===== config.mk =====
export PLATFORM = sky130hd
export DESIGN_NAME = adler32_with_zero_runs_top
export DESIGN_NICKNAME = d
export VERILOG_FILES = /design/src/rtl/core/a32z_pkg.sv /design/src/rtl/core/adler32_with_zero_runs_top.sv /design/src/rtl/core/a32z_front.sv /design/src/rtl/core/a32z_fifo.sv /design/src/rtl/core/a32z_back.sv
export SDC_FILE = /design/constraint.sdc
export NUM_CORES = 1
export LEC_CHECK = 0
export BUFFER_PORTS_ARGS = -buffer_cell sky130_fd_sc_hd__buf_2
export CORE_ASPECT_RATIO = 1.4
export CORE_MARGIN = 2
export CORE_UTILIZATION = 50
export DETAILED_ROUTE_END_ITERATION = 6
export HOLD_SLACK_MARGIN = 0.03
export PLACE_DENSITY = 0.71
export SETUP_SLACK_MARGIN = 0.5
export SLEW_MARGIN = 25
export SYNTH_ARGS = -nofsm -noshare
export SYNTH_HDL_FRONTEND = slang
export SYNTH_SLANG_ARGS = --single-unit

===== constraint.sdc =====
create_clock -name clk -period 16.63 [get_ports clk]
set_input_delay 0.8315 -clock clk [delete_from_list [all_inputs] [get_ports clk]]
set_output_delay 0.8315 -clock clk [all_outputs]
set_load 0.005 [all_outputs]

===== src/rtl/core/a32z_pkg.sv =====
`default_nettype none
package a32z_pkg;

  localparam logic [15:0] ADLER_MOD = 16'd65521;
  localparam logic [15:0] LOW_INIT = 16'd1;
  localparam logic [15:0] HIGH_INIT = 16'd0;

  // 2^16 mod 65521
  localparam logic [3:0] WRAP_FACTOR = 4'd15;

  localparam logic OP_BYTE = 1'b0;
  localparam logic OP_ZRUN = 1'b1;

  // One queued request: a byte in val[7:0], or a run length folded to 20 bits.
  typedef struct packed {
    logic        op;
    logic [19:0] val;
    logic        last;
  } q_entry_t;

  // a + b mod 65521 for a, b below 65521.
  function automatic logic [15:0] add_mod(input logic [15:0] a, input logic [15:0] b);
    logic [16:0] s;
    s = 17'(a) + 17'(b);
    if (s >= 17'(ADLER_MOD)) begin
      s = s - 17'(ADLER_MOD);
    end
    return s[15:0];
  endfunction

  // Fold a 20-bit value once more and finish the reduction mod 65521.
  function automatic logic [15:0] reduce20(input logic [19:0] x);
    logic [16:0] s;
    s = 17'(x[19:16]) * 17'(WRAP_FACTOR) + 17'(x[15:0]);
    if (s >= 17'(ADLER_MOD)) begin
      s = s - 17'(ADLER_MOD);
    end
    return s[15:0];
  endfunction

  // First fold of a 32-bit value: hi*15 + lo, stays below 2^20.
  function automatic logic [19:0] fold32(input logic [31:0] x);
    return 20'(x[31:16]) * 20'(WRAP_FACTOR) + 20'(x[15:0]);
  endfunction

endpackage
`default_nettype wire


===== src/rtl/core/adler32_with_zero_runs_top.sv =====
`default_nettype none
// Channel | Handshake           | Payload
// --------+---------------------+------------------------------------------
// in      | in_valid, in_ready  | operation, data_byte, run_length, last
// out     | out_valid, out_ready| checksum (high sum 31:16, low sum 15:0)
//
// Bytes retire back to back, one per cycle, at the queue head while the back
// end is idle and a last byte finds the output free. A zero-run request holds
// the back end to take it, reduce the length, multiply by the low sum, fold
// twice, accumulate. out_valid rises in the cycle after a last item retires.
// Reset sets the sums to 1 and 0 and empties the queue; no clearing pass.
// The queue takes up to QUEUE_DEPTH requests while a run or a held output
// stalls the back end, then drops in_ready.
module adler32_with_zero_runs_top #(
  parameter int QUEUE_DEPTH = 4
) (
  input  wire logic        clk,
  input  wire logic        rst,
  input  wire logic        in_valid,
  output logic             in_ready,
  input  wire logic        operation,
  input  wire logic [7:0]  data_byte,
  input  wire logic [31:0] run_length,
  input  wire logic        last,
  output logic             out_valid,
  input  wire logic        out_ready,
  output logic [31:0]      checksum
);
  import a32z_pkg::*;

  q_entry_t front_entry;
  q_entry_t head_entry;
  logic     head_valid;
  logic     head_ready;

  // Front: classify each request and pre-fold run lengths.
  a32z_front u_front (
    .operation  (operation),
    .data_byte  (data_byte),
    .run_length (run_length),
    .last       (last),
    .entry      (front_entry)
  );

  // Queue: decouple acceptance from execution.
  a32z_fifo #(
    .DEPTH (QUEUE_DEPTH)
  ) u_fifo (
    .clk        (clk),
    .rst        (rst),
    .push_valid (in_valid),
    .push_ready (in_ready),
    .push_entry (front_entry),
    .pop_valid  (head_valid),
    .pop_ready  (head_ready),
    .pop_entry  (head_entry)
  );

  // Back: advance the sums and drive the output register.
  a32z_back u_back (
    .clk       (clk),
    .rst       (rst),
    .q_valid   (head_valid),
    .q_ready   (head_ready),
    .q_entry   (head_entry),
    .out_valid (out_valid),
    .out_ready (out_ready),
    .checksum  (checksum)
  );

endmodule
`default_nettype wire


===== src/rtl/core/a32z_front.sv =====
`default_nettype none
module a32z_front (
  input  wire logic        operation,
  input  wire logic [7:0]  data_byte,
  input  wire logic [31:0] run_length,
  input  wire logic        last,
  output a32z_pkg::q_entry_t entry
);
  import a32z_pkg::*;

  // Classify the request and pre-fold run lengths toward mod 65521.
  always_comb begin
    entry.op   = operation;
    entry.last = last;
    if (operation == OP_ZRUN) begin
      entry.val = fold32(run_length);
    end else begin
      entry.val = {12'd0, data_byte};
    end
  end

endmodule
`default_nettype wire


===== src/rtl/core/a32z_fifo.sv =====
`default_nettype none
module a32z_fifo #(
  parameter int DEPTH = 4
) (
  input  wire logic               clk,
  input  wire logic               rst,
  input  wire logic               push_valid,
  output logic                    push_ready,
  input  wire a32z_pkg::q_entry_t push_entry,
  output logic                    pop_valid,
  input  wire logic               pop_ready,
  output a32z_pkg::q_entry_t      pop_entry
);
  import a32z_pkg::*;

  localparam int AW = (DEPTH > 1) ? $clog2(DEPTH) : 1;
  localparam int CW = $clog2(DEPTH + 1);
  localparam logic [AW-1:0] LAST_IDX = AW'(DEPTH - 1);

  q_entry_t      slots [DEPTH];
  logic [AW-1:0] wr_ptr;
  logic [AW-1:0] rd_ptr;
  logic [CW-1:0] count;
  logic          do_push;
  logic          do_pop;

  assign push_ready = (count != CW'(DEPTH));
  assign pop_valid  = (count != '0);
  assign pop_entry  = slots[rd_ptr];
  assign do_push    = push_valid && push_ready;
  assign do_pop     = pop_valid && pop_ready;

  always_ff @(posedge clk) begin
    if (do_push) begin
      slots[wr_ptr] <= push_entry;
    end
  end

  always_ff @(posedge clk) begin
    if (rst) begin
      wr_ptr <= '0;
      rd_ptr <= '0;
      count  <= '0;
    end else begin
      if (do_push) begin
        wr_ptr <= (wr_ptr == LAST_IDX) ? '0 : wr_ptr + AW'(1);
      end
      if (do_pop) begin
        rd_ptr <= (rd_ptr == LAST_IDX) ? '0 : rd_ptr + AW'(1);
      end
      if (do_push && !do_pop) begin
        count <= count + CW'(1);
      end else if (do_pop && !do_push) begin
        count <= count - CW'(1);
      end
    end
  end

endmodule
`default_nettype wire


===== src/rtl/core/a32z_back.sv =====
`default_nettype none
module a32z_back (
  input  wire logic               clk,
  input  wire logic               rst,
  input  wire logic               q_valid,
  output logic                    q_ready,
  input  wire a32z_pkg::q_entry_t q_entry,
  output logic                    out_valid,
  input  wire logic               out_ready,
  output logic [31:0]             checksum
);
  import a32z_pkg::*;

  localparam logic [2:0] ST_IDLE  = 3'd0;
  localparam logic [2:0] ST_NRED  = 3'd1;
  localparam logic [2:0] ST_MUL   = 3'd2;
  localparam logic [2:0] ST_PFOLD = 3'd3;
  localparam logic [2:0] ST_PRED  = 3'd4;
  localparam logic [2:0] ST_ACC   = 3'd5;

  logic [2:0]  state;
  logic [15:0] low_sum;
  logic [15:0] high_sum;
  logic [31:0] work;
  logic        zlast;

  logic        out_free;
  logic [15:0] low_next;
  logic [15:0] high_next;
  logic [15:0] high_acc;
  logic        byte_go;
  logic        zrun_go;
  logic        acc_go;
  logic        emit;

  assign out_free  = !out_valid || out_ready;
  assign low_next  = add_mod(low_sum, {8'd0, q_entry.val[7:0]});
  assign high_next = add_mod(high_sum, low_next);
  assign high_acc  = add_mod(high_sum, work[15:0]);

  assign byte_go = (state == ST_IDLE) && q_valid && (q_entry.op == OP_BYTE)
                   && (!q_entry.last || out_free);
  assign zrun_go = (state == ST_IDLE) && q_valid && (q_entry.op == OP_ZRUN);
  assign acc_go  = (state == ST_ACC) && (!zlast || out_free);
  assign q_ready = byte_go || zrun_go;
  assign emit    = (byte_go && q_entry.last) || (acc_go && zlast);

  always_ff @(posedge clk) begin
    if (rst) begin
      state     <= ST_IDLE;
      low_sum   <= LOW_INIT;
      high_sum  <= HIGH_INIT;
      out_valid <= 1'b0;
    end else begin
      if (emit) begin
        out_valid <= 1'b1;
      end else if (out_ready) begin
        out_valid <= 1'b0;
      end
      unique case (state)
        ST_IDLE: begin
          if (byte_go) begin
            if (q_entry.last) begin
              low_sum   <= LOW_INIT;
              high_sum  <= HIGH_INIT;
            end else begin
              low_sum  <= low_next;
              high_sum <= high_next;
            end
          end else if (zrun_go) begin
            state <= ST_NRED;
          end
        end
        ST_NRED:  state <= ST_MUL;
        ST_MUL:   state <= ST_PFOLD;
        ST_PFOLD: state <= ST_PRED;
        ST_PRED:  state <= ST_ACC;
        ST_ACC: begin
          if (acc_go) begin
            state <= ST_IDLE;
            if (zlast) begin
              low_sum   <= LOW_INIT;
              high_sum  <= HIGH_INIT;
            end else begin
              high_sum <= high_acc;
            end
          end
        end
        default: state <= ST_IDLE;
      endcase
    end
  end

  // Datapath for zero runs and the output register.
  always_ff @(posedge clk) begin
    if (byte_go && q_entry.last) begin
      checksum <= {high_next, low_next};
    end else if (acc_go && zlast) begin
      checksum <= {high_acc, low_sum};
    end
    unique case (state)
      ST_IDLE: begin
        if (zrun_go) begin
          work  <= {12'd0, q_entry.val};
          zlast <= q_entry.last;
        end
      end
      ST_NRED:  work <= {16'd0, reduce20(work[19:0])};
      ST_MUL:   work <= 32'(work[15:0]) * 32'(low_sum);
      ST_PFOLD: work <= {12'd0, fold32(work)};
      ST_PRED:  work <= {16'd0, reduce20(work[19:0])};
      default:  work <= work;
    endcase
  end

endmodule
`default_nettype wire

### After elaboration in Yosys (flattened, before gate mapping)

Memory sizes are Yosys's and may differ from the RTL's. A register that Yosys moved wholly into a read port is not among the register bits.
Index checks and enable logic that the tools add are counted.

| storage, ports and cells | value |
|---|---|
| input bits | 46 |
| bits in read-only memories | 0 |
| register bits | 108 |
| output and inout port bits | 34 |
| memories | 1 |
| bits in latches | 0 |
| word-level logic and storage cells | 114 |
| memory bits (writable) | 88 |

Memory list:

| memory | depth | bits a word | rd ports | clocked after memory_dff | write ports | RTL line | text |
|---|---|---|---|---|---|---|---|
| u_fifo.slots | 4 | 22 | 1 | 1 | 1 | a32z_fifo.sv:20 | `q_entry_t slots [DEPTH];` |

| operators by class | value |
|---|---|
| bitwise gates (word level) | 1 |
| muxes and demuxes | 33 |
| div/mod/pow operators | 0 |
| shifts and indexed selects | 0 |
| reductions and logical operators | 34 |
| eq/ne operators | 13 |
| $add $sub $neg | 14 |
| magnitude comparators | 4 |
| $mul | 4 |

Operators with widths:

| cell | count |
|---|---|
| $mux W16 | 12 |
| $pmux W32 S4 | 1 |
| $mux W32 | 3 |
| $ge A17 B16 Y1 const B | 4 |
| $pmux W16 S2 | 2 |
| $sub A16 B16 Y16 const B | 4 |
| $add A20 B16 Y20 | 2 |
| $mul A16 B4 Y20 const B | 2 |
| $add A16 B16 Y17 | 2 |
| $mul A16 B16 Y32 | 1 |
| $mux W20 | 1 |
| $pmux W3 S6 | 1 |
| $add A16 B8 Y17 | 1 |
| $add A8 B16 Y17 | 1 |
| $mux W3 | 5 |
| $logic_and A1 B1 Y1 | 11 |
| $mul A4 B4 Y8 const B | 1 |
| $mux W2 | 4 |
| $ne A2 B1 Y1 const B | 4 |
| $reduce_bool A2 Y1 | 4 |
| $eq A3 B2 Y1 const B | 2 |
| $eq A3 B3 Y1 const B | 2 |
| $reduce_and A3 Y1 | 2 |
| $logic_not A1 Y1 | 5 |
| 16 further kinds | 26 |

### Longest topological paths before layout

Gate-level depths: netlist of run 1.

| logic depth | value |
|---|---|
| depth in word-level cells | 9 |
| mapped depth | 26 |
| depth with buffers taken out | 24 |

### Cells and area by module

A second synthesis of run 1 with hierarchy kept.

| second synthesis, totals | value |
|---|---|
| cells, all modules | 2689 |
| area total of the unflattened synthesis | 25270.5 µm² |

By module, submodules not included:

| module | area each (µm²) | cells each | times used | seq. area each (µm²) |
|---|---|---|---|---|
| a32z_back | 19134.6 | 2218 | 1 | 2672.6 |
| a32z_fifo | 3644.7 | 162 | 1 | 2822.7 |
| a32z_front | 2491.1 | 309 | 1 | 0.0 |

### Worst setup path after synthesis of run 1

OpenSTA, ideal clock, no wires.

| timing | value |
|---|---|
| path kind | register -> register |
| start point | reg (tool-made name) |
| end point | reg u_back.checksum[18], data pin |
| data arrival time | 7400 ps |
| data required time | 16374 ps |
| buffers on the path | 3 |
| cell stages (with the launch flop) | 27 |
| setup time | 256 ps |
| period minus slack after synthesis | 7656 ps |
| slack | 8974 ps |
| cell sequence | dfxtp_1 buf_1 buf_1 mux4_2 ha_1 and3_1 a22oi_1 nor2b_1 xnor2_1 nor3_1 o211ai_1 o31ai_1 nor2_1 a21oi_1 inv_1 ha_1 a211oi_2 o21ai_1 a2111o_1 a2111oi_2 o211ai_1 o41ai_2 buf_2 nand2_1 xor2_1 nor2b_1 a31o_2 |

RTL lines:

| element | RTL line | text |
|---|---|---|
| end signal: assignment | a32z_back.sv:97 | `checksum <= {high_next, low_next};` |
| end signal: assignment | a32z_back.sv:99 | `checksum <= {high_acc, low_sum};` |
| end: declaration | a32z_back.sv:10 | `output logic [31:0] checksum` |

==> results_tabular.tex, run 1 <==
\begin{tabular}{lr}
\hline
Metric & Value \\
\hline
\multicolumn{2}{l}{\textbf{Finish}} \\
Most common library cell in the layout ignoring fill and taps & inv\_1 \\
Total non-filler cell area in the finished layout & about 27000 um\^{}2 \\
FILL cells & around 4300 \\
Commonest non-fill, non-tap cells in the layout & 319 x inv\_1, 288 x nand2\_1, 288 x fa\_1, 228 x ha\_1, 153 x edfxtp\_1 \\
Fraction of layout cells with a size suffix above 1 & roughly 8.8\% \\
Area growth from synthesis to layout & 6.94\% \\
Diodes inserted & 0 \\
Nets & 3200 \\
\multicolumn{2}{l}{\textbf{Synth}} \\
Average cell area after synthesis & 9.55 um\^{}2 \\
Seq/Total Area, Yosys & 22.1\% \\
Count of distinct cell types in the synthesized netlist & 91 \\
Flip-flop and latch count after synthesis & 198 \\
Post-synthesis instance area & 24900 um\^{}2 \\
Fraction of registers with async set or reset after synthesis & 0\% \\
Synth Warn \# & 0 \\
Most used flip-flop cell after synthesis & edfxtp\_1 \\
Number of instances in the synthesized netlist & 2609 \\
Syn nets & about 3200 \\
Post-synth EDFFs & approximately 150 \\
\multicolumn{2}{l}{\textbf{Timing}} \\
Post-layout min period & about 8.2 ns \\
Setup repair after global routing missed its margin & false \\
Count of final hold-check violations & 0 \\
Sum Neg Setup Slack & 0 ns \\
Maximum operating frequency & roughly 0.12 GHz \\
Setup violators final & 0 \\
Worst hold slack & between 0.5 and 0.6 ns \\
Worst Skew & 0.0151 ns \\
Slew at the pin closest to its max-slew limit & approximately 1.1 ns \\
Max\_slew headroom & roughly 27\% \\
Fin. max-slew vios & 0 \\
Share of the clock period used by the worst path after layout & about half \\
\multicolumn{2}{l}{\textbf{Clock network}} \\
Gates resized, CTS repair & 0 \\
\# Post-CTS Setup Buffers & 0 \\
Clock buffers created by TritonCTS & 17 \\
CTS tree & built \\
H-Tree Level Count & 4 \\
Worst-Skew Late Latency & between 0.4 and 0.5 ns \\
CTS clock-pin slew for the worst setup and hold paths & 0.09 ns \\
Total number of clock tree sinks & 198 \\
Number of buffers added to fix hold violations after cts & 0 \\
CTS Root Buffer Type & clkbuf\_16 \\
CTS max path bufs & 2 \\
\multicolumn{2}{l}{\textbf{Global route}} \\
Vias in the first global route & 20700 \\
Remaining global-route overflow & 0 \\
Largest net degree at the start of global routing & 56 \\
Global-route wire length before repair & 106000 um \\
Antenna violations before repair & 2 \\
All-Layer GR Usage & 26.4\% \\
\multicolumn{2}{l}{\textbf{Setup path}} \\
Largest fanout on the critical path & 22 \\
CP endpoint kind & register \\
Worst EP arrival & about 8.4 ns \\
Cell with the biggest individual delay on the critical path & o31ai\_1 \\
Setup CP Type & register to register \\
Longest individual stage delay on the worst path & $\sim$0.7 ns \\
Required arrival time at the worst endpoint & between 15 and 20 ns \\
Critical Path Source Type & register \\
\multicolumn{2}{l}{\textbf{Detailed routing}} \\
Detailed Route Iter0 Violations & 1222 \\
Via Count & around 20000 \\
Met3 layer wire length in the routed design & approximately 3100 um \\
DR WL/cell & between 15 and 20 um \\
Routed met1 length & between 20000 and 30000 um \\
Initial DRT Pass Iterations & 5 \\
WL met2 & between 30000 and 40000 um \\
Post-detailed-route DRC marker count & 0 \\
Top routing layer in use & met5 \\
Final wirelength & $\sim$65000 um \\
Via-to-Cell Ratio & between 5 and 6 \\
Final ANT Viol Nets & 0 \\
\multicolumn{2}{l}{\textbf{Placed design}} \\
Port buffer count & 79 \\
Final RePlAce weighted congestion & 0.960 \\
Half-perimeter wire length of the detailed placement result & just over 50000 um \\
Post-DP Area & approximately 26000 um\^{}2 \\
\multicolumn{2}{l}{\textbf{Outcome}} \\
Run status & completed \\
\multicolumn{2}{l}{\textbf{Run}} \\
Number of max-capacitance violations reported & 0 \\
\multicolumn{2}{l}{\textbf{Die}} \\
Number of primary I/O pins & 80 \\
Die Footprint & about 52000 um\^{}2 \\
Area of the placeable core & between 40000 and 50000 um\^{}2 \\
Vertical die dimension & 268 um \\
Num rows & 96 \\
Starting density of the core & 50.7\% \\
X dimension of the die & about 190 um \\
\multicolumn{2}{l}{\textbf{Worst hold path}} \\
Start point of the worst hold path & u\_fifo.rd\_ptr[0] \\
Tightest Hold Check Type & register to register \\
\hline
\end{tabular}
[flip-flops by register name, summed over array words and instances, names as in the netlist, named ones only]
signal	count
u_back.out_valid	1
u_back.high_sum	16
u_back.checksum	32
u_fifo.slots	88
u_fifo.rd_ptr	2
u_back.zlast	1
u_back.low_sum	16
u_fifo.count	3
u_fifo.wr_ptr	2
u_back.work	32
u_back.state	3
[per-stage QoR]
step | cells | util, % | worst slack (ns)
after floorplan | 2609 | - | 8.97
after detailed placement | 3255 | 52.9 | 8.55
after CTS | 3287 | 54.2 | 8.47
after global placement | 3255 | 52.9 | 8.70
final | 3288 | 54.2 | 8.46
after global routing | 3288 | 54.2 | 7.65
[layer usage]
metal | global-route usage, % | vias up
met5 | 0 | -
met4 | 10.6 | 4
met3 | 3.49 | 147
met2 | 47.3 | 583
met1 | 31.9 | 9692
li1 | - | 9014
[cells by family (layout without fill, tap and decap cells)]
| logic type | after synthesis | in the layout | share of synthesized area [%] |
|---|---|---|---|
| AOI/OAI and AO/OA | 507 | 507 | 13.9 |
| xor gates and xnor gates | 122 | 122 | 4.29 |
| adders and majority gates | 516 | 516 | 34.6 |
| buffers and inverters | 424 | 466 | 6.46 |
| DFF | 198 | 198 | 22.1 |
| muxes | 54 | 54 | 3.38 |
| and+or+nand+nor | 788 | 788 | 15.3 |
[final cells by class]
cell class / count / area (um^2) / area share, %
clock buffers: 17 / 425 / 1.60
clock inverters: 15 / 213 / 0.799
inverters: 319 / 1200 / 4.50
multi-input cells: 1987 / 17800 / 66.9
flip-flops and latches: 198 / 5500 / 20.6
well taps: 637 / 797 / 2.99
repair buffers: 115 / 686 / 2.57
[cell usage after synthesis (45+ instances only)]
library cell	instances	area (um^2)
and2_1	107	669
inv_1	319	1200
edfxtp_1	153	4590
nor3_1	53	265
clkbuf_1	86	323
ha_1	228	2850
xnor2_1	82	718
o21ai_0	101	505
dfxtp_1	45	901
nor2_1	153	574
fa_1	288	5770
a21oi_1	114	571
nand2_1	289	1080
[worst max-delay path, delay by kind of cell (launching register included)]
| family | cells | cell delay (ns) |
|---|---|---|
| multiplexers | 1 | 0.63 |
| flip-flops | 1 | 0.32 |
| AO/OA/AOI/OAI | 8 | 2.94 |
| adder cells (fa/ha/maj) | 4 | 1.35 |
| buffers and inverters | 3 | 0.67 |
| XOR/XNOR | 3 | 0.56 |
| AND/OR/NAND/NOR | 7 | 1.43 |
[path summary, 6_finish.rpt]
path	end	cells past startpoint	slack, ns
worst min register to register	u_fifo.rd_ptr[0]	2	0.51
worst max register to register	u_back.checksum[18]	26	8.46
worst min-delay path	u_fifo.rd_ptr[0]	2	0.51
worst max-delay path	u_back.checksum[18]	26	8.46
Power of run 1 is not shown: default switching activity piles up to over one toggle a cycle in this logic, so the estimate is an artifact.
==> run 2, diff against run 1 <==
--- a/config.mk
+++ b/config.mk
@@ -5,13 +5,14 @@
 export SDC_FILE = /design/constraint.sdc
 export NUM_CORES = 1
 export LEC_CHECK = 0
+export ABC_AREA = 1
 export BUFFER_PORTS_ARGS = -buffer_cell sky130_fd_sc_hd__buf_2
 export CORE_ASPECT_RATIO = 1.4
 export CORE_MARGIN = 2
 export CORE_UTILIZATION = 50
 export DETAILED_ROUTE_END_ITERATION = 6
 export HOLD_SLACK_MARGIN = 0.03
-export PLACE_DENSITY = 0.71
+export PLACE_DENSITY = 0.74
 export SETUP_SLACK_MARGIN = 0.5
 export SLEW_MARGIN = 25
 export SYNTH_ARGS = -nofsm -noshare
==> constraint.sdc (replaced) <==
create_clock -name clk -period 6.9 [get_ports clk]
set_input_delay 0.345 -clock clk [delete_from_list [all_inputs] [get_ports clk]]
set_output_delay 0.345 -clock clk [all_outputs]
set_load 0.005 [all_outputs]
==> run 2 against run 1 <==
First-iteration DRC count is 41% higher. Design area is 8.2% higher. Worst hold slack worse by 0.41 ns.
==> results_tabular.tex, run 2 <==
\begin{tabular}{lr}
\hline
Metric & Value \\
\hline
\multicolumn{2}{l}{\textbf{Synth}} \\
Count of distinct cell types in the synthesized netlist & 58 (-36\%) \\
Fraction of registers with async set or reset after synthesis & 0\% (unchanged) \\
Number of instances in the synthesized netlist & 3548 (+36\%) \\
Most used standard cells in the synthesized netlist & 956 x nand2\_1, 661 x inv\_1, 288 x fa\_1 \\
Post-synthesis instance area & 26600 um\^{}2 (+6.9\%) \\
Seq/Total Area, Yosys & 20.6\% (-1.4 points) \\
Area share of the largest cell type after synthesis & 21.7\% (-1.5 points) \\
Synth Warn \# & 0 (unchanged) \\
Count leader, synth & nand2\_1 \\
Most used flip-flop cell after synthesis & edfxtp\_1 \\
Average cell area after synthesis & 7.50 um\^{}2 (-21\%) \\
Cell accounting for the most synthesized area & fa\_1 \\
Post-synth EDFFs & 153 (unchanged) \\
Flip-flop and latch count after synthesis & 198 (unchanged) \\
Syn nets & 4110 (+30\%) \\
Leading cell types by total area after synthesis & fa\_1 22\%, edfxtp\_1 17\%, nand2\_1 13\% \\
\multicolumn{2}{l}{\textbf{Detailed routing}} \\
DR WL/cell & 17.0 um (-14\%) \\
Final ANT Viol Nets & 0 (unchanged) \\
Via-to-Cell Ratio & 5.35 (-9.5\%) \\
Initial DRT Pass Iterations & 7 (+2) \\
Detailed Route Iter0 Violations & 1727 (+41\%) \\
Post-detailed-route DRC marker count & 0 (unchanged) \\
Final wirelength & 73800 um (+14\%) \\
Via Count & 23300 (+20\%) \\
\multicolumn{2}{l}{\textbf{Timing}} \\
Share of the clock period used by the worst path after layout & 88.4\% (+39 points) \\
Count of final hold-check violations & 0 (unchanged) \\
Max\_slew headroom & 38.8\% (+12 points) \\
Post-layout min period & 6.10 ns (-2.07 ns) \\
Setup violators final & 0 (unchanged) \\
Setup repair after global routing missed its margin & true \\
Slew at the pin closest to its max-slew limit & 0.915 ns (-0.178 ns) \\
Sum Neg Setup Slack & 0 ns (unchanged) \\
Fin. max-slew vios & 0 (unchanged) \\
Maximum operating frequency & 0.164 GHz (+34\%) \\
Worst Skew & 0.0173 ns (+0.00215 ns) \\
\multicolumn{2}{l}{\textbf{Finish}} \\
Max FFs per register & 88 (unchanged) \\
Total non-filler cell area in the finished layout & 28800 um\^{}2 (+8.2\%) \\
Total area of multi-input combinational cells & 18200 um\^{}2 (+1.9\%) \\
Area growth from synthesis to layout & 8.30\% \\
Final Core Density & 54.5\% (+0.25 points) \\
Diodes inserted & 0 (unchanged) \\
Largest registers in the final layout & u\_fifo.slots: 88 flops, u\_back.checksum: 32 flops, u\_back.work: 32 flops \\
Most common library cell in the layout ignoring fill and taps & nand2\_1 \\
Register Area & 5500 um\^{}2 (+0.14\%) \\
FILL cells & 5069 (+17\%) \\
Most flops, register & u\_fifo.slots \\
Commonest non-fill, non-tap cells in the layout & 955 x nand2\_1, 661 x inv\_1, 287 x fa\_1, 232 x nand3\_1, 228 x ha\_1 \\
Fraction of layout cells with a size suffix above 1 & 8.31\% (-0.48 points) \\
Nets & 4184 (+31\%) \\
\multicolumn{2}{l}{\textbf{Die}} \\
Die Footprint & 55100 um\^{}2 (+6.7\%) \\
Num rows & 100 (+4.2\%) \\
Area of the placeable core & 52900 um\^{}2 (+7.7\%) \\
Number of primary I/O pins & 80 (unchanged) \\
Vertical die dimension & 277 um (+3.3\%) \\
Starting density of the core & 50.3\% (-0.41 points) \\
X dimension of the die & 199 um (+3.3\%) \\
\multicolumn{2}{l}{\textbf{Clock network}} \\
Clock buffers created by TritonCTS & 17 (unchanged) \\
CTS max path bufs & 2 (unchanged) \\
CTS tree & built \\
CTS Root Buffer Type & clkbuf\_16 \\
Total number of clock tree sinks & 198 (unchanged) \\
CTS clock-pin slew for the worst setup and hold paths & 0.09 ns (about the same) \\
Number of buffers added to fix hold violations after cts & 0 (unchanged) \\
H-Tree Level Count & 4 (unchanged) \\
Worst-Skew Late Latency & 0.47 ns (about the same) \\
\multicolumn{2}{l}{\textbf{Global route}} \\
Remaining global-route overflow & 0 (unchanged) \\
Global-route wire length before repair & 119000 um (+12\%) \\
All-Layer GR Usage & 27.6\% (+1.2 points) \\
Antenna violations before repair & 0 (-2) \\
Largest net degree at the start of global routing & 40 (-29\%) \\
Vias in the first global route & 23100 (+12\%) \\
\multicolumn{2}{l}{\textbf{Worst hold path}} \\
Start point of the worst hold path & last \\
Tightest Hold Check Type & primary input to register \\
\multicolumn{2}{l}{\textbf{Outcome}} \\
Run status & completed \\
\multicolumn{2}{l}{\textbf{Run}} \\
Number of max-capacitance violations reported & 0 (unchanged) \\
\multicolumn{2}{l}{\textbf{Setup path}} \\
Critical Path Source Type & register \\
Required arrival time at the worst endpoint & 7.12 ns (-9.73 ns) \\
Reg2reg start & u\_back.work[12] \\
CP endpoint kind & register \\
Largest fanout on the critical path & 16 (-27\%) \\
Setup CP Type & register to register \\
Worst setup path startpoint & u\_back.work[12] \\
Worst EP arrival & 6.33 ns (-2.07 ns) \\
\multicolumn{2}{l}{\textbf{Placed design}} \\
Port buffer count & 79 (unchanged) \\
Final RePlAce weighted congestion & 0.968 (+0.83\%) \\
Half-perimeter wire length of the detailed placement result & 60900 um (+18\%) \\
Post-DP Area & 28000 um\^{}2 (+7.9\%) \\
\hline
\end{tabular}
==> run 2: cell count changes after synthesis, moves of 25 or more <==
| cell | before | now |
|---|---|---|
| a21o_1 | 40 | 12 |
| a21oi_1 | 114 | 157 |
| and2_1 | 107 | 12 |
| and3_1 | 27 | 1 |
| inv_1 | 319 | 661 |
| nand2_1 | 289 | 956 |
| nand3_1 | 39 | 233 |
| nand4_1 | 16 | 80 |
| nor2_1 | 153 | 224 |
| nor3_1 | 53 | 28 |
| o21ai_0 | 101 | 142 |
| xnor2_1 | 82 | 12 |
==> run 2: final timing paths <==
path / end / depth (start not counted) / slack [ns]
max: u_back.work[25] / 26 / 0.80
min: u_fifo.slots[3][0] / 1 / 0.10
max reg2reg: u_back.work[25] / 26 / 0.80
min reg2reg: u_fifo.count[2] / 2 / 0.51
==> run 2: stage by stage <==
stage	setup WS [ns]	hold WS (ns)	cells
5_1_grt	0.448	0.0925	4349
3_3_place_gp	0.649	0.487	4302
2_1_floorplan	0.803	0.444	3548
4_1_cts	0.537	0.0841	4334
3_5_place_dp	0.575	0.501	4302
6_report	0.798	0.103	4349
==> run 2: cell type report <==
type	count	share of cell area [%]
well taps	714	3.10
multi-input cells	2557	63.0
inverters	678	8.83
repair buffers	170	3.86
flip-flops and latches	198	19.1
clock buffers	17	1.48
clock inverters	15	0.651
==> run 2: cells by family (layout without fill, tap and decap cells) <==
logic type                 after synthesis  in the layout  share of synthesized area [%]
DFF                                    198            198                           20.6
and+or+nand+nor                       1609           1609                           26.1
adders and majority gates              516            516                           32.4
AOI/OAI and AO/OA                      386            386                           7.99
buffers and inverters                  793            880                           11.4
xor gates and xnor gates                46             46                           1.54
==> run 2: worst max-delay path, cell delays in order (launching register included) <==
cell and delay [ns]:
edfxtp_1 0.37, buf_6 0.20, nand2_1 0.10, fa_1 0.55, inv_1 0.06, fa_1 0.52, inv_1 0.05, fa_1 0.49
inv_1 0.05, fa_1 0.57, inv_1 0.07, fa_1 0.48, inv_1 0.05, fa_1 0.44, ha_1 0.37, nand2_1 0.18
inv_1 0.05, a21boi_0 0.17, nand2_1 0.10, a21oi_1 0.20, inv_1 0.07, a21oi_1 0.20, o21ai_0 0.16, nand2_1 0.09
nand2_1 0.06, o21ai_0 0.14, a21oi_1 0.05
==> run 2: routing by layer <==
layer	wire length, um	vias to the layer above	GRT usage, %
li1	-	11400	-
met1	28000	11000	31.6
met2	37900	709	49.5
met3	3060	208	2.84
met4	4760	0	16.2
met5	0	-	0
==> run 2: timing repair <==
action                     4_1_cts  5_1_grt
setup endpoints to repair        0       36
setup buffers                    0       15
gates resized for setup          0       22
Power of run 2 is left out for the same reason.
==> run 3, diff against run 2 <==
--- a/config.mk
+++ b/config.mk
@@ -6,7 +6,7 @@
 export NUM_CORES = 1
 export LEC_CHECK = 0
 export ABC_AREA = 1
-export BUFFER_PORTS_ARGS = -buffer_cell sky130_fd_sc_hd__buf_2
+export BUFFER_PORTS_ARGS = -buffer_cell sky130_fd_sc_hd__clkbuf_2
 export CORE_ASPECT_RATIO = 1.4
 export CORE_MARGIN = 2
 export CORE_UTILIZATION = 50
==> run 3 against run 2 <==
First-iteration DRC count increased by 5.7%. Largest cell class unchanged. Sequential share of layout area is 0.053 points lower. Via count rose by 0.92%. Clock-buffer cell count did not move. Register-to-register slack improved by 0.02 ns.
==> results_tabular.tex, run 3 (synthesized netlist as in run 2, its figures left out) <==
\begin{tabular}{lr}
\hline
Metric & Value \\
\hline
\multicolumn{2}{l}{\textbf{Outcome}} \\
Run status & completed \\
\multicolumn{2}{l}{\textbf{Finish}} \\
FILL cells & 5031 (-0.75\%) \\
Area growth from synthesis to layout & 8.67\% \\
Nets & 4191 (+0.17\%) \\
Most flops, register & u\_fifo.slots \\
Total non-filler cell area in the finished layout & 28900 um\^{}2 (+0.35\%) \\
Max FFs per register & 88 (unchanged) \\
Most common library cell in the layout ignoring fill and taps & nand2\_1 \\
Fraction of layout cells with a size suffix above 1 & 8.62\% (+0.31 points) \\
Commonest non-fill, non-tap cells in the layout & 956 x nand2\_1, 660 x inv\_1, 287 x fa\_1, 231 x nand3\_1, 226 x ha\_1 \\
Diodes inserted & 0 (unchanged) \\
Largest registers in the final layout & u\_fifo.slots: 88 flops, u\_back.checksum: 32 flops, u\_back.work: 32 flops \\
\multicolumn{2}{l}{\textbf{Clock network}} \\
Worst-Skew Late Latency & 0.48 ns (about the same) \\
Total number of clock tree sinks & 198 (unchanged) \\
CTS tree & built \\
CTS max path bufs & 2 (unchanged) \\
H-Tree Level Count & 4 (unchanged) \\
Number of buffers added to fix hold violations after cts & 0 (unchanged) \\
CTS Root Buffer Type & clkbuf\_16 \\
Clock buffers created by TritonCTS & 17 (unchanged) \\
CTS clock-pin slew for the worst setup and hold paths & 0.09 ns (about the same) \\
\multicolumn{2}{l}{\textbf{Global route}} \\
All-Layer GR Usage & 27.7\% (+0.11 points) \\
Global-route wire length before repair & 120000 um (+0.89\%) \\
Remaining global-route overflow & 0 (unchanged) \\
Vias in the first global route & 23200 (+0.49\%) \\
Antenna violations before repair & 0 (unchanged) \\
Largest net degree at the start of global routing & 34 (-15\%) \\
\multicolumn{2}{l}{\textbf{Setup path}} \\
Required arrival time at the worst endpoint & 7.06 ns (-0.06 ns) \\
CP Buf/Inv Count & 7 (-1) \\
Worst R2R Path Depth & 23 (-12\%) \\
Setup CP Type & register to register \\
Reg2reg start & u\_back.work[4] \\
Cell with the biggest individual delay on the critical path & edfxtp\_1 \\
CP endpoint kind & register \\
Worst EP arrival & 6.25 ns (-0.08 ns) \\
Worst-path cell chain & buf\_4, nand2\_1, fa\_1, fa\_1, inv\_1, ha\_1, inv\_1, fa\_1, inv\_1, ha\_1, inv\_1, fa\_1, inv\_1, ha\_1, nand2\_1, nor2\_1, nor2\_1, o21ai\_0, inv\_1, o21ai\_0, a21oi\_1, o21ai\_0, nand4\_1 \\
Delay-heaviest family, CP & adder cells \\
Largest fanout on the critical path & 14 (-2) \\
Critical Path Source Type & register \\
Worst setup path startpoint & u\_back.work[4] \\
Cell depth of the worst setup path & 23 (-12\%) \\
Longest individual stage delay on the worst path & 0.70 ns (+0.13 ns) \\
Cell with the most instances on the worst path & inv\_1 \\
\multicolumn{2}{l}{\textbf{Die}} \\
Num rows & 100 (unchanged) \\
Die Footprint & 55100 um\^{}2 (unchanged) \\
Area of the placeable core & 52900 um\^{}2 (unchanged) \\
Vertical die dimension & 277 um (unchanged) \\
X dimension of the die & 199 um (unchanged) \\
Starting density of the core & 50.3\% (unchanged) \\
Number of primary I/O pins & 80 (unchanged) \\
\multicolumn{2}{l}{\textbf{Timing}} \\
Share of the clock period used by the worst path after layout & 88.2\% (-0.26 points) \\
Setup violators final & 0 (unchanged) \\
Maximum operating frequency & 0.164 GHz (+0.30\%) \\
Count of final hold-check violations & 0 (unchanged) \\
Slew at the pin closest to its max-slew limit & 0.915 ns (+0.000535 ns) \\
Post-layout min period & 6.08 ns (-0.0180 ns) \\
Worst Skew & 0.0173 ns (-0.00000180 ns) \\
Sum Neg Setup Slack & 0 ns (unchanged) \\
Max\_slew headroom & 38.8\% (about the same) \\
Setup repair after global routing missed its margin & true \\
Fin. max-slew vios & 0 (unchanged) \\
\multicolumn{2}{l}{\textbf{Placed design}} \\
Post-DP Area & 28000 um\^{}2 (about the same) \\
Final RePlAce weighted congestion & 0.988 (+2.0\%) \\
Port buffer count & 79 (unchanged) \\
Half-perimeter wire length of the detailed placement result & 60900 um (about the same) \\
\multicolumn{2}{l}{\textbf{Worst hold path}} \\
Start point of the worst hold path & last \\
Hold depth & 1 (unchanged) \\
Tightest Hold Check Type & primary input to register \\
\multicolumn{2}{l}{\textbf{Detailed routing}} \\
Final ANT Viol Nets & 0 (unchanged) \\
Post-detailed-route DRC marker count & 0 (unchanged) \\
DR WL/cell & 17.0 um (about the same) \\
Initial DRT Pass Iterations & 5 (-2) \\
Detailed Route Iter0 Violations & 1826 (+5.7\%) \\
Via-to-Cell Ratio & 5.39 (+0.76\%) \\
Via Count & 23500 (+0.92\%) \\
Final wirelength & 73900 um (+0.23\%) \\
\multicolumn{2}{l}{\textbf{Run}} \\
Number of max-capacitance violations reported & 0 (unchanged) \\
\hline
\end{tabular}
[run 3: changes by cell type in the layout (fill, tap and decap cells not counted), moves of 3 or more]
cell	before	now
clkinv_8	3	6
dfxtp_1	38	35
inv_8	6	1
dfxtp_2	7	10
buf_4	86	91
clkbuf_2	0	79
buf_2	79	0
[run 3: metal layers]
layer / global-route usage, % / share of wire, % / wire [um] / up-vias
li1: - / - / - / 11400
met1: 32.0 / 38 / 28100 / 11200
met2: 49.3 / 51 / 38000 / 684
met3: 3.15 / 4.3 / 3140 / 219
met4: 16.0 / 6.3 / 4660 / 0
met5: 0 / 0 / 0 / -
[run 3: stage by stage]
step / setup WS [ns] / std cells / utilization (%) / hold slack, ns
after global routing: 0.473 / 4356 / 54.7 / 0.0892
after CTS: 0.551 / 4335 / 54.2 / 0.0726
after detailed placement: 0.577 / 4303 / 53.0 / 0.501
final: 0.816 / 4356 / 54.7 / 0.0863
after global placement: 0.677 / 4303 / 53.0 / 0.492
after floorplan: 0.803 / 3548 / - / 0.444
[run 3: path summary, 6_finish.rpt]
path	to	slack, ns
max	u_back.work[12]	0.82
min	u_fifo.slots[0][0]	0.09
max reg2reg	u_back.work[12]	0.82
min reg2reg	u_fifo.count[2]	0.51
[run 3: cell type report]
class / count / area [um^2] / area share [%]
multi-input combinational: 2557 / 18200 / 62.7
sequential: 198 / 5510 / 19.0
inverter: 678 / 2550 / 8.81
timing repair buffer: 176 / 1180 / 4.07
tap: 714 / 893 / 3.09
clock buffer: 17 / 425 / 1.47
clock inverter: 15 / 220 / 0.761
timing repair inverter: 1 / 5.00 / 0.0173
[run 3: repair_timing]
item                       4_1_cts  5_1_grt
setup endpoints to repair        0       45
resized for setup                0       23
buffers inserted                 0       20
[run 3: worst reg2reg max path: stages (launching register included)]
cell      delay [ns]
edfxtp_1        0.70
buf_4           0.28
nand2_1         0.09
fa_1            0.52
fa_1            0.41
inv_1           0.07
ha_1            0.14
inv_1           0.06
fa_1            0.54
inv_1           0.05
ha_1            0.27
inv_1           0.05
fa_1            0.53
inv_1           0.04
ha_1            0.34
nand2_1         0.07
nor2_1          0.10
nor2_1          0.06
o21ai_0         0.43
inv_1           0.07
o21ai_0         0.43
a21oi_1         0.12
o21ai_0         0.16
nand4_1         0.25
Power of run 3 is left out for the same reason.
